### src/rtl/b64e_pkg.sv
`timescale 1ns / 1ps
// ----------------------------------------------------------------------------
// b64e_pkg
// Shared types, constants and the sextet-to-character map of the encoder.
// ----------------------------------------------------------------------------
package b64e_pkg;

  localparam int QUEUE_DEPTH = 2;

  localparam logic [7:0] PAD_CHAR = 8'h3D;

  typedef struct packed {
    logic [7:0] data_byte;
    logic       is_final;
  } in_item_t;

  typedef struct packed {
    logic [7:0] code_char;
    logic       run_end;
    logic       message_end;
  } out_item_t;

  // One closed 3-byte group, left aligned, with its count of real bytes.
  typedef struct packed {
    logic [23:0] word;
    logic [1:0]  nbytes;
    logic        fin;
  } group_t;

  function automatic logic [7:0] sextet_char(input logic [5:0] v);
    logic [7:0] w;
    logic [7:0] c;
    w = {2'b00, v};
    if (v < 6'd26) begin
      c = w + 8'd65;
    end else if (v < 6'd52) begin
      c = w + 8'd71;
    end else if (v < 6'd62) begin
      c = w - 8'd4;
    end else if (v == 6'd62) begin
      c = 8'h2B;
    end else begin
      c = 8'h2F;
    end
    return c;
  endfunction

endpackage

### src/rtl/b64e_front.sv
`timescale 1ns / 1ps
// ----------------------------------------------------------------------------
// b64e_front
// Collects message bytes into 3-byte groups and pushes each closed group.
// ----------------------------------------------------------------------------
module b64e_front (
  input  logic                clk,
  input  logic                rst,
  input  logic                byte_valid,
  output logic                byte_ready,
  input  b64e_pkg::in_item_t  byte_data,
  output logic                push_valid,
  input  logic                push_ready,
  output b64e_pkg::group_t    push_data
);

  logic [15:0] held_bytes;
  logic [15:0] held_bytes_next;
  logic [1:0]  held_count;
  logic [1:0]  held_count_next;
  logic        fire;
  logic        close;

  assign byte_ready = push_ready;
  assign fire       = byte_valid && byte_ready;
  assign close      = byte_data.is_final || (held_count == 2'd2);
  assign push_valid = byte_valid && close;

  always_comb begin
    push_data.fin = byte_data.is_final;
    case (held_count)
      2'd0: begin
        push_data.word   = {byte_data.data_byte, 16'h0000};
        push_data.nbytes = 2'd1;
      end
      2'd1: begin
        push_data.word   = {held_bytes[15:8], byte_data.data_byte, 8'h00};
        push_data.nbytes = 2'd2;
      end
      default: begin
        push_data.word   = {held_bytes, byte_data.data_byte};
        push_data.nbytes = 2'd3;
      end
    endcase
  end

  always_comb begin
    held_bytes_next = held_bytes;
    held_count_next = held_count;
    if (fire) begin
      if (close) begin
        held_bytes_next = 16'h0000;
        held_count_next = 2'd0;
      end else if (held_count == 2'd0) begin
        held_bytes_next = {byte_data.data_byte, 8'h00};
        held_count_next = 2'd1;
      end else begin
        held_bytes_next = {held_bytes[15:8], byte_data.data_byte};
        held_count_next = 2'd2;
      end
    end
  end

  always_ff @(posedge clk) begin
    if (rst) begin
      held_count <= 2'd0;
      held_bytes <= 16'h0000;
    end else begin
      held_count <= held_count_next;
      held_bytes <= held_bytes_next;
    end
  end

endmodule

### src/rtl/b64e_queue.sv
`timescale 1ns / 1ps
// ----------------------------------------------------------------------------
// b64e_queue
// Small group queue between the byte packer and the character serializer.
// ----------------------------------------------------------------------------
module b64e_queue #(
  parameter int DEPTH = b64e_pkg::QUEUE_DEPTH
) (
  input  logic              clk,
  input  logic              rst,
  input  logic              push_valid,
  output logic              push_ready,
  input  b64e_pkg::group_t  push_data,
  output logic              head_valid,
  input  logic              pop,
  output b64e_pkg::group_t  head_data
);

  localparam int PW = (DEPTH > 1) ? $clog2(DEPTH) : 1;
  localparam int CW = $clog2(DEPTH + 1);
  localparam logic [PW-1:0] LAST_PTR = PW'(DEPTH - 1);
  localparam logic [CW-1:0] FULL_CNT = CW'(DEPTH);

  b64e_pkg::group_t slots [DEPTH];
  logic [PW-1:0] wr_ptr;
  logic [PW-1:0] rd_ptr;
  logic [CW-1:0] count;
  logic          do_push;
  logic          do_pop;

  assign push_ready = (count != FULL_CNT);
  assign head_valid = (count != '0);
  assign head_data  = slots[rd_ptr];
  assign do_push    = push_valid && push_ready;
  assign do_pop     = pop && head_valid;

  always_ff @(posedge clk) begin
    if (do_push) begin
      slots[wr_ptr] <= push_data;
    end
  end

  always_ff @(posedge clk) begin
    if (rst) begin
      wr_ptr <= '0;
      rd_ptr <= '0;
      count  <= '0;
    end else begin
      if (do_push) begin
        wr_ptr <= (wr_ptr == LAST_PTR) ? '0 : wr_ptr + 1'b1;
      end
      if (do_pop) begin
        rd_ptr <= (rd_ptr == LAST_PTR) ? '0 : rd_ptr + 1'b1;
      end
      if (do_push && !do_pop) begin
        count <= count + 1'b1;
      end else if (do_pop && !do_push) begin
        count <= count - 1'b1;
      end
    end
  end

endmodule

### src/rtl/b64e_back.sv
`timescale 1ns / 1ps
// ----------------------------------------------------------------------------
// b64e_back
// Serializes the queue head into four characters through an output register.
// ----------------------------------------------------------------------------
module b64e_back (
  input  logic                clk,
  input  logic                rst,
  input  logic                head_valid,
  input  b64e_pkg::group_t    head_data,
  output logic                pop,
  output logic                char_valid,
  input  logic                char_ready,
  output b64e_pkg::out_item_t char_data
);

  logic [1:0]          idx;
  logic                advance;
  b64e_pkg::out_item_t char_next;
  logic [5:0]          sextet;

  assign advance = head_valid && (!char_valid || char_ready);
  assign pop     = advance && (idx == 2'd3);

  always_comb begin
    case (idx)
      2'd0:    sextet = head_data.word[23:18];
      2'd1:    sextet = head_data.word[17:12];
      2'd2:    sextet = head_data.word[11:6];
      default: sextet = head_data.word[5:0];
    endcase
    char_next.code_char   = b64e_pkg::sextet_char(sextet);
    char_next.run_end     = (idx == 2'd3);
    char_next.message_end = (idx == 2'd3) && head_data.fin;
    if ((idx == 2'd2) && (head_data.nbytes < 2'd2)) begin
      char_next.code_char = b64e_pkg::PAD_CHAR;
    end
    if ((idx == 2'd3) && (head_data.nbytes != 2'd3)) begin
      char_next.code_char = b64e_pkg::PAD_CHAR;
    end
  end

  always_ff @(posedge clk) begin
    if (advance) begin
      char_data <= char_next;
    end
  end

  always_ff @(posedge clk) begin
    if (rst) begin
      idx        <= 2'd0;
      char_valid <= 1'b0;
    end else begin
      if (advance) begin
        idx        <= idx + 2'd1;
        char_valid <= 1'b1;
      end else if (char_ready) begin
        char_valid <= 1'b0;
      end
    end
  end

endmodule

### src/rtl/base64_encoder.sv
`timescale 1ns / 1ps
// ----------------------------------------------------------------------------
// base64_encoder
// Streaming Base64 encoder: raw bytes in, standard-alphabet characters out.
// ----------------------------------------------------------------------------
//  channel | signals                           | payload
//  --------+-----------------------------------+------------------------------
//  byte    | byte_valid, byte_ready, byte_data | data_byte[7:0], is_final
//  char    | char_valid, char_ready, char_data | code_char[7:0], run_end,
//          |                                   | message_end
//
//  One character leaves per cycle from the output register while char_ready
//  is high; a closed group leaves there as four characters.
//  A byte is taken every cycle while the group queue has room.
//  A group's closing byte reaches the char side via the queue, then the output register.
//  Synchronous reset empties the held bytes, the queue and the output.
//  A stalled char channel fills the queue, then drops byte_ready.
// ----------------------------------------------------------------------------
module base64_encoder #(
  parameter int QUEUE_DEPTH = b64e_pkg::QUEUE_DEPTH
) (
  input  logic                clk,
  input  logic                rst,
  input  logic                byte_valid,
  output logic                byte_ready,
  input  b64e_pkg::in_item_t  byte_data,
  output logic                char_valid,
  input  logic                char_ready,
  output b64e_pkg::out_item_t char_data
);

  logic             push_valid;
  logic             push_ready;
  b64e_pkg::group_t push_data;
  logic             head_valid;
  logic             pop;
  b64e_pkg::group_t head_data;

  b64e_front u_front (
    .clk        (clk),
    .rst        (rst),
    .byte_valid (byte_valid),
    .byte_ready (byte_ready),
    .byte_data  (byte_data),
    .push_valid (push_valid),
    .push_ready (push_ready),
    .push_data  (push_data)
  );

  b64e_queue #(
    .DEPTH (QUEUE_DEPTH)
  ) u_queue (
    .clk        (clk),
    .rst        (rst),
    .push_valid (push_valid),
    .push_ready (push_ready),
    .push_data  (push_data),
    .head_valid (head_valid),
    .pop        (pop),
    .head_data  (head_data)
  );

  b64e_back u_back (
    .clk        (clk),
    .rst        (rst),
    .head_valid (head_valid),
    .head_data  (head_data),
    .pop        (pop),
    .char_valid (char_valid),
    .char_ready (char_ready),
    .char_data  (char_data)
  );

endmodule

### config.mk
export PLATFORM = sky130hd
export DESIGN_NAME = base64_encoder
export DESIGN_NICKNAME = d
export VERILOG_FILES = /design/src/rtl/b64e_pkg.sv /design/src/rtl/b64e_front.sv /design/src/rtl/b64e_queue.sv /design/src/rtl/b64e_back.sv /design/src/rtl/base64_encoder.sv
export SDC_FILE = /design/constraint.sdc
export NUM_CORES = 1
export LEC_CHECK = 0
export ABC_AREA = 0
export ABC_CLOCK_PERIOD_IN_PS = 5100
export BUFFER_PORTS_ARGS = -buffer_cell sky130_fd_sc_hd__buf_2
export CORE_MARGIN = 2
export CORE_UTILIZATION = 64
export DETAILED_ROUTE_END_ITERATION = 10
export PLACE_DENSITY = 0.83
export SLEW_MARGIN = 0
export SYNTH_ARGS = -nofsm -noshare
export SYNTH_HDL_FRONTEND = slang
export SYNTH_SLANG_ARGS = --single-unit
### constraint.sdc
create_clock -name clk -period 5.1 [get_ports clk]
set_input_delay 0.51 -clock clk [delete_from_list [all_inputs] [get_ports clk]]
set_output_delay 0.51 -clock clk [all_outputs]
set_load 0.05 [all_outputs]
---- Word-level counts from Yosys, hierarchy flattened ----
Memories as Yosys holds them, arrays and structs flattened. A register that Yosys moved wholly into a read port is not among the register bits.
Cells that the tools add are included.
operators by class
  $add $sub $neg .......................... 8
  $lt $le $gt $ge ......................... 4
  equal/unequal tests ..................... 8
  muxes and demuxes ....................... 20
  reductions and logical operators ........ 24
operators by type and width
  kind                 count
  $pmux 26 s2          1
  $mux 16              2
  $mux 8               3
  $pmux 6 s3           1
  $add 6x7->8 const B  2
  $lt 6x6->1 const B   2
  $logic_and 1x1->1    11
  $mux 1               8
  $mux 2               4
  $reduce_bool 2->1    4
  $sub 6x3->7 const B  1
  $eq 2x2->1 const B   3
  $eq 6x6->1 const B   1
  $lt 6x5->1 const B   1
  $add 2x1->2 const B  2
  $eq 2x1->1 const B   2
  $logic_not 2->1      2
  $ne 2x2->1 const B   2
  $logic_not 1->1      3
  $mux 3               1
  $add 1x1->1 const B  2
  $logic_or 1x1->1     2
  $lt 2x2->1 const B   1
  $reduce_and 2->1     1
  other kinds (2)      2
storage, ports and cells
  register bits after elaboration ......... 35
  RAM bits ................................ 54
  input port bits ......................... 13
  output and inout port bits .............. 12
  logic and storage cells ................. 76
  memories kept ........................... 1
memory list
  memory         words  bits a word  rd ports  clocked after memory_dff  write ports  line              source
  u_queue.slots  2      27           1         1                         1            b64e_queue.sv:24  b64e_pkg::group_t slots [DEPTH];

---- Longest topological paths before layout ----
Gate-level depths: netlist of the first run.
  depth after elaboration ................. 8
  mapped depth ............................ 12

---- By module ----
From an unflattened synthesis of the first run, not the netlist that was laid out.
second synthesis, totals
  cell total of the unflattened synthesis .. 288
  area, all modules ....................... 4040.1 um^2
by module, submodules not included
  module      times used  cells each  area each (um^2)  sequential area each (um^2)
  b64e_queue  1           108         2168.3            1721.7
  b64e_back   1           100         988.4             360.3
  b64e_front  1           80          883.3             360.3

---- Worst setup path before layout of the first run ----
Ideal clock, no wire load.
  path type ............................... flip-flop to flip-flop
  from .................................... register u_queue.count[0]
  to ...................................... memory u_queue.slots[0][0] in the netlist's numbering, enable pin
  setup time .............................. 0.411 ns
  data arrival time ....................... 2.753 ns
  data required time ...................... 4.689 ns
  path slack .............................. 1.936 ns
  cell stages (with the launch flop) ...... 6
  clock period less this slack ............ 3.164 ns
  cells stage by stage .................... dfxtp_1 nand2b_1 and2_1 clkbuf_1 o21ai_0 nor2_1
between the ends
  word-level cells in the longest chain between the ends .. 4
RTL lines
  what                          line                  source
  from (decl)                   b64e_queue.sv:27      logic [CW-1:0] count;
  from (signal assigned)        b64e_queue.sv:56      count <= count + 1'b1;
  from (signal assigned)        b64e_queue.sv:58      count <= count - 1'b1;
  $ne 2x2->1                    b64e_queue.sv:31      assign push_ready = (count != FULL_CNT);
  net byte_ready                base64_encoder.sv:25  output logic byte_ready,
  $logic_and 1x1->1             b64e_queue.sv:34      assign do_push = push_valid && push_ready;
  $mux 1                        b64e_queue.sv:38      if (do_push) begin
  $mux 1 (not written as such)  b64e_queue.sv:39      slots[wr_ptr] <= push_data;
  to (decl)                     b64e_queue.sv:24
The timed path passes the listed nets, and every way through them passes these cells.

==> flow_metrics.tcl, run 1 <==
set metrics [dict create \
    fill_cells 390 \
    io_buffer_count 24 \
    irDropWorstVdd_uv 295 \
    die_x_um 82.9 \
    max_cap_violations 0 \
    cts_max_level 3 \
    max_freq_mhz 329 \
    fin_crit_ps 3040 \
    path_clk_slew_ps 90 \
    nNetsFinal 375 \
    gp_congestion 0.952 \
    yosys.area_share.xor_xnor_pct 1.54 \
    min_path_cells 1 \
    power.switching_mw 0.639 \
    track_usage_pct 23.8 \
    hold_class "primary input to register" \
    drive_above_1_share_pct 16.8 \
    start_kind "register" \
    sequentialPowerShare_pct 45.7 \
    cts_tree "done" \
    seq_area_um2 2440 \
    cts_setup_buffers 0 \
    finalCritPeriodShare_pct 59.5 \
    final_cell_count_no_fill 432 \
    finalSetupTns_ps 0 \
    multi_input_area_um2 1430 \
    die_y_um 82.9 \
    place_area_um2 4150 \
    yosysTopAreaCell "edfxtp_1" \
    antenna_found_initial 0 \
    antennaDiodeCount 0 \
    dp.cells 416 \
    dp_hpwl_um 5400 \
    p_per_area_nw_per_um2 448 \
    p_clk_share_pct 27.8 \
    cts.sinks 90 \
    drt_iter0_drc 241 \
    rows 28 \
    pre_cts_slack_ps 2110 \
    syn-instance-count 329 \
    ys_warn_count 0 \
    end_kind "register" \
    ys_types 46 \
    postCtsResizedCells 0 \
    r2r_cells 10 \
    dieArea_um2 6870 \
    ios 25 \
    cts_buffers 9 \
    grt_max_degree 28 \
    hold_buffers 0 \
    yosys.area_share.simple_pct 13.5 \
    ys_ff_latch 90 \
    dr.pass1.iters 5 \
    finClkSkew_ps 10.5 \
    core_area_um2 5960 \
    leakagePower_nw 1.58 \
    worstMarginPinSlew_ps 744 \
    cp.arrival_ps 3130 \
    ys_seq_area_share_pct 61.3 \
    slew_violations 0 \
    cp_max_fo 12 \
    synth_edf_count 64 \
    power.internal_mw 1.32 \
    switching_share_pct 32.7 \
    hold_viol_final 0 \
    grt_pass1_vias 2631 \
    drt_wl_total_um 7920 \
    netlist.area_leader.share_pct 48.2 \
    avgRoutedWirePerCell_um 18.3 \
    slew_headroom_pct 50.0 \
    synth.avg_cell_area_um2 12.1 \
    synth_compound_area_share_pct 12.9 \
    muxShareOfSynthArea_pct 4.55 \
    synth.cell_area_um2 3980 \
    ys.flop_type "edfxtp_1" \
    routed-via-count 2695 \
    design_area_um2 4370 \
    synth_top_family_by_area "simple AND/OR/NAND/NOR gates" \
    synth.top_cells.by_area "edfxtp_1 48%, dfxtp_1 13%, a22o_1 4.0%" \
    synth_fp_nets 352 \
    setup_viol 0 \
    start_util_pct 66.9 \
    syn_to_final_growth_pct 9.64 \
    grt_setup_unrepaired "no" \
    p_comb_share_pct 26.5 \
    avgViaCountPerCell 6.24 \
    path_class "register to register" \
    grt_pass1_wl_um 13000 \
    clock_latency_ps 360 \
    crit_required_ps 5190 \
    worst_slack_ps 2060 \
    cts.path.max_buffers 2 \
    status "complete, no violations" \
    ant_nets 0 \
    async_flop_share_pct 0 \
    total_power_mw 1.96 \
    drc 0 \
    synthAdderAreaFrac_pct 3.14 \
    clockRootBuffer "clkbuf_8" \
    grt-ovfl-total 0 \
]
-- registers in the layout, summed over array words and instances, names as in the netlist, named ones only --
name                cells
u_queue.slots          54
u_front.held_bytes     16
u_back.char_data       10
u_back.idx              2
u_front.held_count      2
u_queue.count           2
u_back.char_valid       1
u_queue.rd_ptr          1
u_queue.wr_ptr          1
-- power by group through the flow --
stage	Combinational (mW)	Clock (mW)	Sequential, mW
floorplan	0.326	0	0.978
global placement	0.493	0	0.907
detailed placement	0.506	0	0.910
CTS	0.513	0.545	0.893
global route	0.563	0.577	0.900
finish	0.519	0.543	0.893
-- path summary, 6_finish.rpt --
check | start | to | slack [ps]
min | byte_data[0] | u_queue.slots[1][0] | 430
min reg2reg | u_front.held_bytes[7] | u_front.held_bytes[7] | 460
max reg2reg | u_back.idx[0] | u_back.char_data[5] | 2060
max | u_back.idx[0] | u_back.char_data[5] | 2060
-- stage by stage --
| step | hold WS [ps] | util [%] |
|---|---|---|
| after floorplan | 432 | - |
| after global placement | 439 | 69.6 |
| after detailed placement | 447 | 69.6 |
| after CTS | 424 | 73.3 |
| after global routing | 439 | 73.3 |
| final | 435 | 73.3 |
-- cell usage after synthesis (all sizes together), types with 5 or more instances --
master,count
inv,13
nand3,28
and2,9
mux2,9
buf,7
clkbuf,7
a21oi,14
ha,10
a22oi,12
dfxtp,26
a21o,5
edfxtp,64
a22o,18
o21ai,5
nor2,19
nand2,33
mux2i,8
-- cells in the final DEF, fill, tap and decap left out, types with 2 or more instances in the layout --
cell / netlist / final
o21ai_0: 4 / 4
inv_1: 13 / 13
nor2_1: 18 / 16
nor2_2: 1 / 3
a32oi_1: 2 / 2
a22oi_1: 12 / 12
inv_6: 0 / 2
nand2_1: 33 / 33
xnor2_1: 3 / 3
mux2i_1: 8 / 8
ha_1: 10 / 10
buf_4: 0 / 2
a22o_1: 18 / 18
nand2b_1: 3 / 3
nand3b_1: 2 / 2
dfxtp_1: 26 / 26
clkbuf_8: 0 / 9
edfxtp_1: 64 / 64
o21a_1: 4 / 4
mux2_2: 9 / 9
xor2_1: 4 / 4
a21oi_1: 14 / 14
and2_1: 9 / 9
nor3b_1: 3 / 3
nand3_1: 27 / 27
a21o_1: 5 / 5
bufinv_16: 0 / 2
buf_2: 4 / 24
nor2b_1: 3 / 3
nor3_1: 3 / 3
-- layout make-up --
cell class / count / share of cell area [%]
sequential: 90 / 55.9
timing repair buffer: 26 / 3.09
clock inverter: 7 / 2.26
clock buffer: 9 / 2.84
multi-input combinational: 212 / 32.6
tap: 75 / 2.15
inverter: 13 / 1.12
-- layer usage --
metal  up-vias  share of wire, %  GRT usage, %
met5         -                 0             0
met4         0               3.7          12.2
met3        31               7.1          5.57
met2       119                46          36.4
met1      1276                43          31.9
li1       1269                 -             -
-- worst max-delay path, stage by stage, from the launching register on --
cell and delay [ps]:
dfxtp_1 410, ha_1 500, nor2_1 250, nand3_1 150, nand3_1 230, ha_1 310
inv_1 80, nand3_1 140, nor3b_1 370, a21o_1 200, o221ai_1 110
-- logic make-up (layout without fill, tap and decap cells) --
kind of cell,after synthesis,count (layout)
AND/OR/NAND/NOR,109,109
flip-flops,90,90
AO/OA/AOI/OAI,69,69
buffers and inverters,27,55
multiplexers,17,17
adder cells (fa/ha/maj),10,10
XOR/XNOR,7,7
(Power assumes the default switching activity.)
==> run 2, diff against run 1 <==
--- a/config.mk
+++ b/config.mk
@@ -6,12 +6,12 @@
 export NUM_CORES = 1
 export LEC_CHECK = 0
 export ABC_AREA = 0
-export ABC_CLOCK_PERIOD_IN_PS = 5100
+export ABC_CLOCK_PERIOD_IN_PS = 2700
 export BUFFER_PORTS_ARGS = -buffer_cell sky130_fd_sc_hd__buf_2
 export CORE_MARGIN = 2
-export CORE_UTILIZATION = 64
+export CORE_UTILIZATION = 54
 export DETAILED_ROUTE_END_ITERATION = 10
-export PLACE_DENSITY = 0.83
+export PLACE_DENSITY = 0.75
 export SLEW_MARGIN = 0
 export SYNTH_ARGS = -nofsm -noshare
 export SYNTH_HDL_FRONTEND = slang
==> constraint.sdc (replaced) <==
create_clock -name clk -period 2.7 [get_ports clk]
set_input_delay 0.27 -clock clk [delete_from_list [all_inputs] [get_ports clk]]
set_output_delay 0.27 -clock clk [all_outputs]
set_load 0.05 [all_outputs]
==> flow_metrics.tcl, run 2 (synthesis results as in run 1) <==
set metrics [dict create \
    multi_input_area_um2 1460 \
    critPathMaxStageDelay_ps 350 \
    rows 31 \
    leakagePower_nw 1.66 \
    dr.pass1.iters 5 \
    pre_cts_slack_ps -64.9 \
    critical_path.cell_chain "inv_1, ha_2, a22oi_1, nand3_1, nand3_2, inv_1, ha_1, a31oi_2, o21a_2, a22o_1, o21a_1" \
    syn_to_final_growth_pct 13.9 \
    cts.sinks 90 \
    path_class "register to register" \
    total_power_mw 3.68 \
    dp.cells 456 \
    start_kind "register" \
    drt_wl_total_um 8050 \
    dieArea_um2 8080 \
    irDropWorstVdd_uv 464 \
    grt_pass1_vias 2665 \
    setup_viol 0 \
    cts.path.max_buffers 2 \
    fill_cells 571 \
    slew_headroom_pct 56.3 \
    dp_hpwl_um 5740 \
    seq_area_um2 2440 \
    status "complete, no violations" \
    cts_tree "done" \
    layout_commonest_cell "edfxtp_1" \
    final_cell_count_no_fill 472 \
    ios 25 \
    io_buffer_count 24 \
    nNetsFinal 391 \
    max_freq_mhz 398 \
    core_area_um2 7210 \
    clockRootBuffer "clkbuf_8" \
    switching_share_pct 32.7 \
    hold_viol_final 0 \
    worstSetupStartpoint "u_back.idx[0]" \
    layout_common_cells "64 x edfxtp_1, 33 x nand2_1, 26 x nand3_1" \
    clock_latency_ps 360 \
    slowest_stage "dfxtp_2" \
    max_cap_violations 0 \
    antennaDiodeCount 0 \
    design_area_um2 4540 \
    gp_congestion 0.905 \
    cp_max_fo 10 \
    whs_ps 195 \
    r2r_cells 11 \
    avgRoutedWirePerCell_um 17.1 \
    largest_register "u_queue.slots" \
    avgViaCountPerCell 5.59 \
    worstMarginPinSlew_ps 654 \
    die_y_um 89.9 \
    hold_class "primary input to register" \
    track_usage_pct 21.4 \
    p_clk_share_pct 25.3 \
    holdCritStartpoint "char_ready" \
    cts_max_level 3 \
    cp_common_cell "inv_1" \
    biggestRegsByFlops "u_queue.slots x54, u_front.held_bytes x16, u_back.char_data x10" \
    cts_buffers 9 \
    hold_buffers 0 \
    worst_slack_ps 189 \
    cp.arrival_ps 2630 \
    drive_above_1_share_pct 23.6 \
    grt_pass1_wl_um 13400 \
    slew_violations 0 \
    path_clk_slew_ps 90 \
    ant_nets 0 \
    largest_reg_flops 54 \
    finalCritPeriodShare_pct 93.0 \
    routed-via-count 2639 \
    p_per_area_nw_per_um2 812 \
    drt_iter0_drc 191 \
    reg2reg_from "u_back.idx[0]" \
    sequentialPowerShare_pct 45.6 \
    power.switching_mw 1.20 \
    grt_max_degree 28 \
    finClkSkew_ps 10.6 \
    antenna_found_initial 0 \
    end_kind "register" \
    reg2reg_slack_ps 190 \
    worst_r2r_endpoint "u_back.char_data[3]" \
    place_area_um2 4300 \
    drc 0 \
    cts_setup_buffers 0 \
    start_util_pct 55.2 \
    p_comb_share_pct 29.1 \
    power.internal_mw 2.48 \
    crit_required_ps 2820 \
    min_path_cells 3 \
    grt-ovfl-total 0 \
    fin_crit_ps 2510 \
    die_x_um 89.9 \
    grt_setup_unrepaired "yes" \
    hold_end "u_back.char_valid" \
]
[run 2: cell count changes in the layout (fill, tap and decap cells not counted), moves of 2 or more]
cell / delta
dfxtp_1: -2
ha_2: +5
buf_4: +16
ha_1: -5
dfxtp_2: +2
[run 2: how the worst max path moves through the flow]
stage / to / slack (ps)
finish: u_back.char_data[3] / 190
global route: u_back.char_data[4] / -30
CTS: u_back.char_data[4] / -10
detailed placement: u_back.char_data[3] / -60
global placement: u_back.char_data[3] / 10
floorplan: u_queue.slots[1][0] / -60
[run 2: area by class of cell]
| type | count | share of cell area (%) |
|---|---|---|
| multi-input cells | 212 | 32.2 |
| clock inverters | 6 | 1.41 |
| flip-flops and latches | 90 | 53.9 |
| clock buffers | 10 | 3.03 |
| repair buffers | 42 | 5.63 |
| inverters | 13 | 1.08 |
| well taps | 99 | 2.73 |
[run 2: what timing repair did]
item / in CTS / in global routing
setup endpoints to repair: 4 / 6
gates cloned: 0 / 0
resized for setup: 1 / 12
[run 2: stage by stage]
step / TNS, ps / util, %
finish: 0 / 62.9
global route: -31.9 / 62.9
CTS: -10.3 / 62.4
detailed placement: -157 / 59.5
global placement: 0 / 59.5
floorplan: -3200 / -
[run 2: metal layers]
layer  share of wire (%)  GRT usage, %
met5                   0             0
met4                 2.4          9.62
met3                 4.1          3.86
met2                  48          35.8
met1                  45          27.5
[run 2: critical path, delay by kind of cell (launching register included)]
kind            cells  cell delay, ps
fa+ha+maj           2             510
flops               1             350
compound gates      5             920
simple gates        2             230
buf+inv             2             260
[run 2: power by group through the flow]
stage	Combinational (mW)	Sequential [mW]	Clock (mW)
after floorplan	0.617	1.85	0
after global placement	1.03	1.71	0
after detailed placement	1.03	1.71	0
after CTS	1.04	1.68	0.955
after global routing	1.18	1.69	1.00
final	1.07	1.68	0.933
==> run 3, diff against run 2 <==
--- a/config.mk
+++ b/config.mk
@@ -7,12 +7,12 @@
 export LEC_CHECK = 0
 export ABC_AREA = 0
 export ABC_CLOCK_PERIOD_IN_PS = 2700
-export BUFFER_PORTS_ARGS = -buffer_cell sky130_fd_sc_hd__buf_2
+export BUFFER_PORTS_ARGS = -buffer_cell sky130_fd_sc_hd__clkbuf_2
 export CORE_MARGIN = 2
 export CORE_UTILIZATION = 54
 export DETAILED_ROUTE_END_ITERATION = 10
 export PLACE_DENSITY = 0.75
-export SLEW_MARGIN = 0
+export SLEW_MARGIN = 30
 export SYNTH_ARGS = -nofsm -noshare
 export SYNTH_HDL_FRONTEND = slang
 export SYNTH_SLANG_ARGS = --single-unit
==> flow_metrics.tcl, run 3 (synthesis results as in run 1) <==
set metrics [dict create \
    status "complete, no violations" \
    end_kind "register" \
    p_per_area_nw_per_um2 824 \
    hold_viol_final 0 \
    layout_common_cells "64 x edfxtp_1, 33 x nand2_1, 26 x nand3_1, 26 x dfxtp_1, 25 x buf_4" \
    finClkSkew_ps 9.14 \
    hold_buffers 0 \
    largest_register "u_queue.slots" \
    cts.path.max_buffers 2 \
    drive_above_1_share_pct 22.9 \
    cp_max_fo 9 \
    clock_latency_ps 350 \
    die_y_um 89.9 \
    dp.cells 463 \
    gp_congestion 0.944 \
    drc 0 \
    track_usage_pct 21.6 \
    nNetsFinal 398 \
    clockRootBuffer "clkbuf_8" \
    postCtsResizedCells 0 \
    slew_violations 0 \
    cp.arrival_ps 2640 \
    switching_share_pct 31.6 \
    p_clk_share_pct 25.7 \
    hold_class "primary input to register" \
    drt_iter0_drc 159 \
    dieArea_um2 8080 \
    fin_crit_ps 2530 \
    slew_headroom_pct 57.0 \
    max_freq_mhz 395 \
    use_met2_pct 36.5 \
    sequentialPowerShare_pct 44.7 \
    start_util_pct 55.2 \
    cts_max_level 3 \
    max_cap_violations 0 \
    irDropWorstVdd_uv 381 \
    path_clk_slew_ps 90 \
    dr.pass1.iters 6 \
    avgRoutedWirePerCell_um 17.4 \
    io_buffer_count 24 \
    ant_nets 0 \
    cts.sinks 90 \
    final_cell_count_no_fill 479 \
    leakagePower_nw 1.70 \
    crit_required_ps 2810 \
    grt-ovfl-total 0 \
    largest_reg_flops 54 \
    antenna_found_initial 0 \
    fill_cells 574 \
    power.internal_mw 2.58 \
    whs_ps 203 \
    final_util_pct 63.5 \
    dp_hpwl_um 6030 \
    grt_pass1_wl_um 13700 \
    core_area_um2 7210 \
    grt_most_used_layer "met2" \
    cts_buffers 9 \
    setup_viol 0 \
    power.switching_mw 1.19 \
    gr-usage-met3_pct 4.78 \
    worstMarginPinSlew_ps 643 \
    grt_setup_unrepaired "no" \
    grt_pass1_vias 2749 \
    finalCritPeriodShare_pct 93.7 \
    drt_wl_total_um 8350 \
    layout_commonest_cell "edfxtp_1" \
    antennaDiodeCount 0 \
    biggestRegsByFlops "u_queue.slots x54, u_front.held_bytes x16, u_back.char_data x10" \
    start_kind "register" \
    path_class "register to register" \
    rows 31 \
    p_comb_share_pct 29.6 \
    grt_max_degree 28 \
    cts_setup_buffers 0 \
    ios 25 \
    routed-via-count 2710 \
    syn_to_final_growth_pct 15.0 \
    cts_tree "done" \
    die_x_um 89.9 \
    avgViaCountPerCell 5.66 \
    met1_usage_pct 27.9 \
]
-- run 3: cell count changes in the layout (fill, tap and decap cells not counted), moves of 2 or more --
cell      before  now
ha_1           5    8
clkbuf_1       0    2
dfxtp_2        2    0
dfxtp_1       24   26
buf_4         18   25
buf_2         24    0
ha_2           5    2
clkbuf_2       0   24
-- run 3: layer usage --
| layer | vias up | part of all wire, % |
|---|---|---|
| met5 | - | 0 |
| met3 | 19 | 5.3 |
| met1 | 1285 | 44 |
| met2 | 99 | 49 |
| met4 | 0 | 2.0 |
| li1 | 1307 | - |
-- run 3: power by group through the flow --
stage               Combinational (mW)  Sequential (mW)  Clock [mW]
floorplan                        0.617             1.85           0
global placement                  1.08             1.71           0
detailed placement                1.08             1.72           0
CTS                               1.09             1.69       0.985
global route                      1.22             1.70        1.04
finish                            1.12             1.69       0.970
-- run 3: through the flow --
stage          worst slack (ps)  cell area (um2)  TNS, ps  power (mW)
3_5_place_dp                129             4350        0        2.80
5_1_grt                    7.27             4580        0        3.95
6_report                    169             4580        0        3.78
2_1_floorplan             -59.4             3990    -3200        2.46
3_3_place_gp                152             4350        0        2.79
4_1_cts                     122             4560        0        3.76
-- run 3: cell type report --
type                            count  area (um2)  area share (%)
Clock buffer                       11         131            2.87
Clock inverter                      5        77.6            1.69
Inverter                           13        48.8            1.06
Multi-Input combinational cell    212        1450            31.7
Sequential cell                    90        2440            53.3
Tap cell                           99         124            2.70
Timing Repair Buffer               49         308            6.72
-- run 3: worst paths after layout --
path / startpoint / endpoint / slack (ps) / cells after the start
setup / recovery: u_back.idx[1] / u_back.char_data[3] / 170 / 11
hold / removal: byte_data[7] / u_front.held_bytes[6] / 200 / 3
setup reg to reg: u_back.idx[1] / u_back.char_data[3] / 170 / 11
hold reg to reg: u_front.held_bytes[7] / u_front.held_bytes[7] / 460 / 2
-- run 3: critical path: stages, from the launching register on --
cell,delay (ps)
dfxtp_1,360
inv_1,100
ha_1,350
nand2_1,100
nand3_1,100
nand3_2,130
inv_1,160
ha_1,270
a31oi_2,70
o21a_2,250
a22o_1,240
o21a_1,160
